===== src/hdl/srms_pkg.sv =====
package srms_pkg;

  localparam int unsigned KEY_W = 32;
  localparam int unsigned TAG_W = 16;
  localparam int unsigned CELLS = 64;

  typedef struct packed {
    logic             valid;
    logic [KEY_W-1:0] key;
    logic [TAG_W-1:0] tag;
  } cell_t;

  typedef struct packed {
    logic ins;
    logic pop;
  } ctrl_t;

  typedef enum logic {
    ST_LOAD,
    ST_DRAIN
  } state_t;

endpackage


===== src/hdl/srms_cell.sv =====
module srms_cell (
  input  logic                      clk,
  input  logic                      rst,
  input  srms_pkg::ctrl_t           ctrl,
  input  logic [srms_pkg::KEY_W-1:0] new_key,
  input  logic [srms_pkg::TAG_W-1:0] new_tag,
  input  srms_pkg::cell_t           prev_cell,
  input  logic                      prev_gt,
  input  srms_pkg::cell_t           next_cell,
  output srms_pkg::cell_t           held,
  output logic                      gt
);

  logic                       valid;
  logic                       valid_next;
  logic [srms_pkg::KEY_W-1:0] key;
  logic [srms_pkg::KEY_W-1:0] key_next;
  logic [srms_pkg::TAG_W-1:0] tag;
  logic [srms_pkg::TAG_W-1:0] tag_next;

  // The new element goes behind every held element with an equal key.
  assign gt = valid && (key > new_key);

  always_comb begin
    valid_next = valid;
    key_next   = key;
    tag_next   = tag;
    if (ctrl.pop) begin
      valid_next = next_cell.valid;
      key_next   = next_cell.key;
      tag_next   = next_cell.tag;
    end else if (ctrl.ins) begin
      if (prev_gt) begin
        valid_next = prev_cell.valid;
        key_next   = prev_cell.key;
        tag_next   = prev_cell.tag;
      end else if (gt || (!valid && prev_cell.valid)) begin
        valid_next = 1'b1;
        key_next   = new_key;
        tag_next   = new_tag;
      end
    end
  end

  always_ff @(posedge clk) begin
    if (rst) begin
      valid <= 1'b0;
    end else begin
      valid <= valid_next;
    end
  end

  always_ff @(posedge clk) begin
    key <= key_next;
    tag <= tag_next;
  end

  assign held = '{valid: valid, key: key, tag: tag};

endmodule


===== config.mk =====
export PLATFORM = sky130hd
export DESIGN_NAME = srms_cell
export DESIGN_NICKNAME = d
export VERILOG_FILES = /design/src/hdl/srms_pkg.sv /design/src/hdl/srms_cell.sv
export SDC_FILE = /design/constraint.sdc
export NUM_CORES = 1
export LEC_CHECK = 0
export BUFFER_PORTS_ARGS = -buffer_cell sky130_fd_sc_hd__buf_2
export CAP_MARGIN = 20
export CORE_MARGIN = 8
export CORE_UTILIZATION = 40
export DETAILED_ROUTE_END_ITERATION = 7
export HOLD_SLACK_MARGIN = 0.12
export PLACE_DENSITY = 0.79
export SYNTH_ARGS = -nofsm -noshare
export SYNTH_HDL_FRONTEND = slang
export SYNTH_SLANG_ARGS = --single-unit
export TNS_END_PERCENT = 10

===== constraint.sdc =====
create_clock -name clk -period 3.06 [get_ports clk]
set_input_delay 0.306 -clock clk [delete_from_list [all_inputs] [get_ports clk]]
set_output_delay 0.306 -clock clk [all_outputs]
set_load 0.05 [all_outputs]

==> impl_metrics.toml, run 1 <==
[status]
status = "finished clean"

[clock_network]
cts_root_buf = "clkbuf_8"
clock_path_buffers = 2
cts.sinks = 49
holdBufCountCts = 0
cts_resized = 0
worstSkewPairLatency_ns = 0.30
clk_pin_slew_ns = 0.10
post_cts_buffers = 0
numCtsBuffers = 5
cts_tree = "yes"
htreeDepth = 2

[timing]
hold_violations = 0
finalCritPeriodShare_pct = 86.8
final_max_slew_viol_count = 0
fin_tns_setup_ns = 0
rsz0062_at_grt = "false"
setup_viol = 0
worstMarginPinSlew_ns = 0.523
fmax_ghz = 0.377
max-slew-margin-rel_pct = 65.2
skew_ns = 0.0100
layout_min_cycle_time_ns = 2.66

[setup_path]
critPathCaptureType = "output port"
r2r_start = "key[14]"
crit_type = "register to output port"
cp-endpoint = "gt"
critPathArrivalTime_ns = 2.35
startpoint_type = "register"
cp_data_required_time_ns = 2.75
crit_path_start = "key[14]"
r2r-end = "key[15]"
reg2reg_slack_ns = 0.64
cp_max_fo = 4
r2r_cells = 6

[power]
leakage_nw = 2.37
vdd_drop_max_v = 0.000235
powerDensity_mw_per_mm2 = 472

[cells_and_area]
final-instance-count-excl-fill = 639
nets = 716
area_growth_pct = 36.5
drive_above_1_share_pct = 40.4
antennaDiodeCount = 0

[placement]
dp_hpwl_um = 8780
io_buffers = 200
dp_cells = 631
finalWeightedCongestion = 0.789

[global_routing]
grt_max_degree = 65
grt_pass1_vias = 3557
antenna_found_initial = 0
grt_use_total_pct = 17.6
overflow = 0
grt_pass1_wl_um = 16300

[synthesis]
syn_area_per_cell_um2 = 9.88
yosys-top-cells-area = "edfxtp_1, mux2i_1, ha_1"
synthCells = 339
ys_types = 31
synth_nets = 522
synth.cell_area_mm2 = 0.00335
yosysSeqAreaShare_pct = 43.6
yosys_register_bits = 49
yosysTopAreaCellShare_pct = 43.0
yosys_warnings = 0
post-synth-top-area-cell = "edfxtp_1"

[routing]
vias = 3210
vias_per_cell = 5.02
ant_nets = 0
post-route-drc-count = 0
wire_per_inst_um = 16.4
dr.pass1.iters = 4
detailedRoute.firstIterationViolations = 91
wl_um = 10500

[die]
dieArea_mm2 = 0.0116
core_area_mm2 = 0.00818
die_h_um = 107
die_x_um = 107
io_pins = 201
fp-row-count = 33
initial_utilization_pct = 41.0

[job]
max-cap-violations = 0

[hold_path]
hp-class = "input pin to register"
-- synth_stat cells --
master,number
nand4_4,1
nand3_1,2
buf_2,3
mux2i_1,49
nor4_1,1
o211ai_1,1
a31oi_1,2
o21ai_0,53
a21oi_1,14
nand4_1,5
o21a_1,1
o22a_1,1
buf_1,2
nor4_4,1
dfxtp_1,1
clkbuf_1,12
o21a_2,1
inv_1,35
nor3b_1,1
buf_4,1
edfxtp_1,48
a2111o_1,1
nand2_1,57
ha_1,32
nand2b_1,1
nor2_1,3
a211o_1,2
nor2b_1,2
nor3_1,3
a22oi_1,2
nand4b_1,1
-- kinds of logic (layout without fill, tap and decap cells) --
family | Yosys count | after routing | share of synthesized area, %
flip-flops | 49 | 49 | 43.6
AND/OR/NAND/NOR | 78 | 78 | 10.9
AO/OA/AOI/OAI | 78 | 78 | 12.7
multiplexers | 49 | 49 | 14.6
buffers and inverters | 53 | 248 | 6.17
adder cells (fa/ha/maj) | 32 | 32 | 12.0
-- how the worst min path moves through the flow --
stage	startpoint	to	slack, ns	depth (start not counted)
finish	next_cell[11]	tag[11]	0.28	3
global route	next_cell[16]	key[0]	0.26	3
CTS	next_cell[11]	tag[11]	0.26	3
detailed placement	valid	valid	0.50	2
global placement	valid	valid	0.49	2
floorplan	valid	valid	0.46	2
-- through the flow --
| step | area (um^2) | util (%) | hold WS (ns) | setup WS (ns) | power [W] |
|---|---|---|---|---|---|
| after global placement | 4460 | 54.5 | 0.487 | 0.704 | 0.00167 |
| after CTS | 4570 | 55.9 | 0.262 | 0.383 | 0.00218 |
| final | 4570 | 55.9 | 0.276 | 0.404 | 0.00216 |
| after detailed placement | 4460 | 54.5 | 0.500 | 0.608 | 0.00170 |
| after floorplan | 3350 | - | 0.461 | 0.212 | 0.00143 |
| after global routing | 4570 | 55.9 | 0.265 | 0.260 | 0.00228 |
-- layer usage --
layer | vias to the layer above | GRT usage (%) | share of wire [%]
met4 | 0 | 5.15 | 1.3
li1 | 1600 | - | -
met5 | - | 0 | 0
met2 | 146 | 31.3 | 50
met1 | 1452 | 18.6 | 38
met3 | 12 | 7.43 | 11
-- registers in the layout, summed over array words and instances, names as in the netlist --
signal	flops
tag	16
key	32
valid	1
-- critical path, stage by stage, from the launching register on --
cell	delay, ns
edfxtp_1	0.41
ha_1	0.34
nand4_1	0.20
a2111o_1	0.45
a31oi_1	0.24
o21a_1	0.14
buf_2	0.27
-- cell usage in the layout (no fill, tap or decap), types with 4 or more instances in the layout --
cell and instances:
a21oi_1 14, edfxtp_1 48, nand2_1 57, buf_4 4, buf_2 200, inv_1 35
o21ai_0 53, ha_1 32, nand4_1 5, clkbuf_8 5, mux2i_1 49
-- area by class of cell --
| class | count | area, um^2 |
|---|---|---|
| well taps | 105 | 131 |
| inverters | 35 | 131 |
| flip-flops and latches | 49 | 1460 |
| fillers | 746 | 3600 |
| multi-input cells | 237 | 1680 |
| clock buffers | 5 | 68.8 |
| clock inverters | 3 | 46.3 |
| repair buffers | 205 | 1050 |
-- power breakdown --
part,internal (W),switching [W]
Clock,0.000245,0.000233
Sequential,0.000843,0.0000360
Combinational,0.000249,0.000552
Note: power is estimated with default switching activity, not from simulation.
==> run 2, diff against run 1 <==
- RECOVER_POWER: unset -> 50
==> run 2 against run 1 <==
Compared with the run above: wire length is 0.78% higher; sequential power grew 0.5%; final cell count did not move; setup slack lost 0.015 ns; die area did not move; non-clock buffer count is the same; critical path type unchanged; critical endpoint unchanged.
==> impl_metrics.toml, run 2 (synthesis results as in run 1) <==
[die]
dieArea_mm2 = 0.0116
initial_utilization_pct = 41.0
die_h_um = 107
io_pins = 201
core_area_mm2 = 0.00818
fp-row-count = 33
die_x_um = 107

[status]
status = "finished clean"

[routing]
wl_um = 10600
post-route-drc-count = 0
ant_nets = 0
top_layer = "met4"
wirelength_met1_um = 4060
dr_wl_met2_um = 5190
wire_per_inst_um = 16.5
vias = 3212
detailedRoute.firstIterationViolations = 126
wl_met3_um = 1140
dr.pass1.iters = 4
vias_per_cell = 5.03

[timing]
fin_tns_setup_ns = 0
layout_min_cycle_time_ns = 2.67
worstMarginPinSlew_ns = 1.35
max-slew-margin-rel_pct = 9.77
hold_violations = 0
finalCritPeriodShare_pct = 87.3
worst_hold_slack_ns = 0.274
setup_viol = 0
fmax_ghz = 0.374
final_max_slew_viol_count = 0
skew_ns = 0.0110
rsz0062_at_grt = "false"

[power]
power_w = 0.00214
power_frac_comb_pct = 36.4
powerDensity_mw_per_mm2 = 476
pwr-share-seq_pct = 41.2
vdd_drop_max_v = 0.000233
swShare_pct = 38.5
p_int_w = 0.00132
leakage_nw = 2.22
pwr-share-clk_pct = 22.4
p_sw_w = 0.000825

[clock_network]
worstSkewPairLatency_ns = 0.31
holdBufCountCts = 0
cts_resized = 0
cts_root_buf = "clkbuf_8"
htreeDepth = 2
post_cts_buffers = 0
cts.sinks = 49
numCtsBuffers = 5
cts_tree = "yes"
clk_pin_slew_ns = 0.10
clock_path_buffers = 2

[placement]
finalWeightedCongestion = 0.789
placed_cell_area_mm2 = 0.00446
dp_hpwl_um = 8780
io_buffers = 200
dp_cells = 631

[setup_path]
max_stage_delay_ns = 0.45
startpoint_type = "register"
reg2reg_slack_ns = 0.62
path_cells = "ha_1 > nand4_1 > a2111o_1 > a31oi_1 > o21a_1 > buf_2"
cp_max_fo = 4
r2r_start = "key[14]"
critPathCaptureType = "output port"
critPathArrivalTime_ns = 2.37
cpMaxStageDelayCell = "a2111o_1"
crit_path_start = "key[14]"
crit_type = "register to output port"
cp_data_required_time_ns = 2.75

[global_routing]
grt_use_total_pct = 17.6
overflow = 0
grt_pass1_vias = 3557
grt_pass1_wl_um = 16300
antenna_found_initial = 0
grt_max_degree = 65

[cells_and_area]
final-instance-count-excl-fill = 639
nets = 716
area_growth_pct = 34.4
layout_commonest_cell = "buf_2"
fillers = 773
seq_area_mm2 = 0.00146
max_flop_register = "key"
largestRegisters = "key: 32 flops, tag: 16 flops, valid: 1 flops"
antennaDiodeCount = 0
final_cell_mix = "buf_2, nand2_1, o21ai_0"
drive_above_1_share_pct = 30.7
final_area_mm2 = 0.00450
multi_input_area_mm2 = 0.00168
largest_register_ffs = 32

[hold_path]
min_from = "next_cell[8]"
hp-class = "input pin to register"

[job]
max-cap-violations = 0
==> run 2: final cells by class <==
class	instances	area share, %
clock buffers	5	1.53
clock inverters	3	1.03
multi-input cells	237	37.3
well taps	105	2.92
repair buffers	205	21.8
inverters	35	2.92
flip-flops and latches	49	32.5
==> run 2: path summary, 6_finish.rpt <==
check                  to  cells past startpoint
setup / recovery       gt                      6
hold / removal     tag[8]                      3
setup reg to reg  key[15]                      6
hold reg to reg     valid                      2
==> run 2: power groups by stage <==
stage | Clock [W] | Sequential [W] | Combinational [W]
final | 0.000479 | 0.000883 | 0.000779
after global routing | 0.000519 | 0.000892 | 0.000845
after CTS | 0.000489 | 0.000881 | 0.000810
after detailed placement | 0 | 0.000894 | 0.000808
after global placement | 0 | 0.000888 | 0.000785
after floorplan | 0 | 0.00117 | 0.000262
==> run 2: routing by layer <==
| layer | GRT usage, % | vias up |
|---|---|---|
| li1 | - | 1602 |
| met1 | 18.6 | 1451 |
| met2 | 31.3 | 145 |
| met3 | 7.43 | 14 |
| met4 | 5.15 | 0 |
| met5 | 0 | - |
==> run 2: critical path: cells and delay by family, from the launching register on <==
family | cells | cell delay (ns)
AO/OA/AOI/OAI | 3 | 0.83
flip-flops | 1 | 0.41
AND/OR/NAND/NOR | 1 | 0.21
adder cells (fa/ha/maj) | 1 | 0.34
buffers and inverters | 1 | 0.27
==> run 2: through the flow <==
step,setup slack [ns],util (%)
2_1_floorplan,0.212,-
3_3_place_gp,0.704,54.5
3_5_place_dp,0.608,54.5
4_1_cts,0.383,55.9
5_1_grt,0.259,55.1
6_report,0.389,55.1
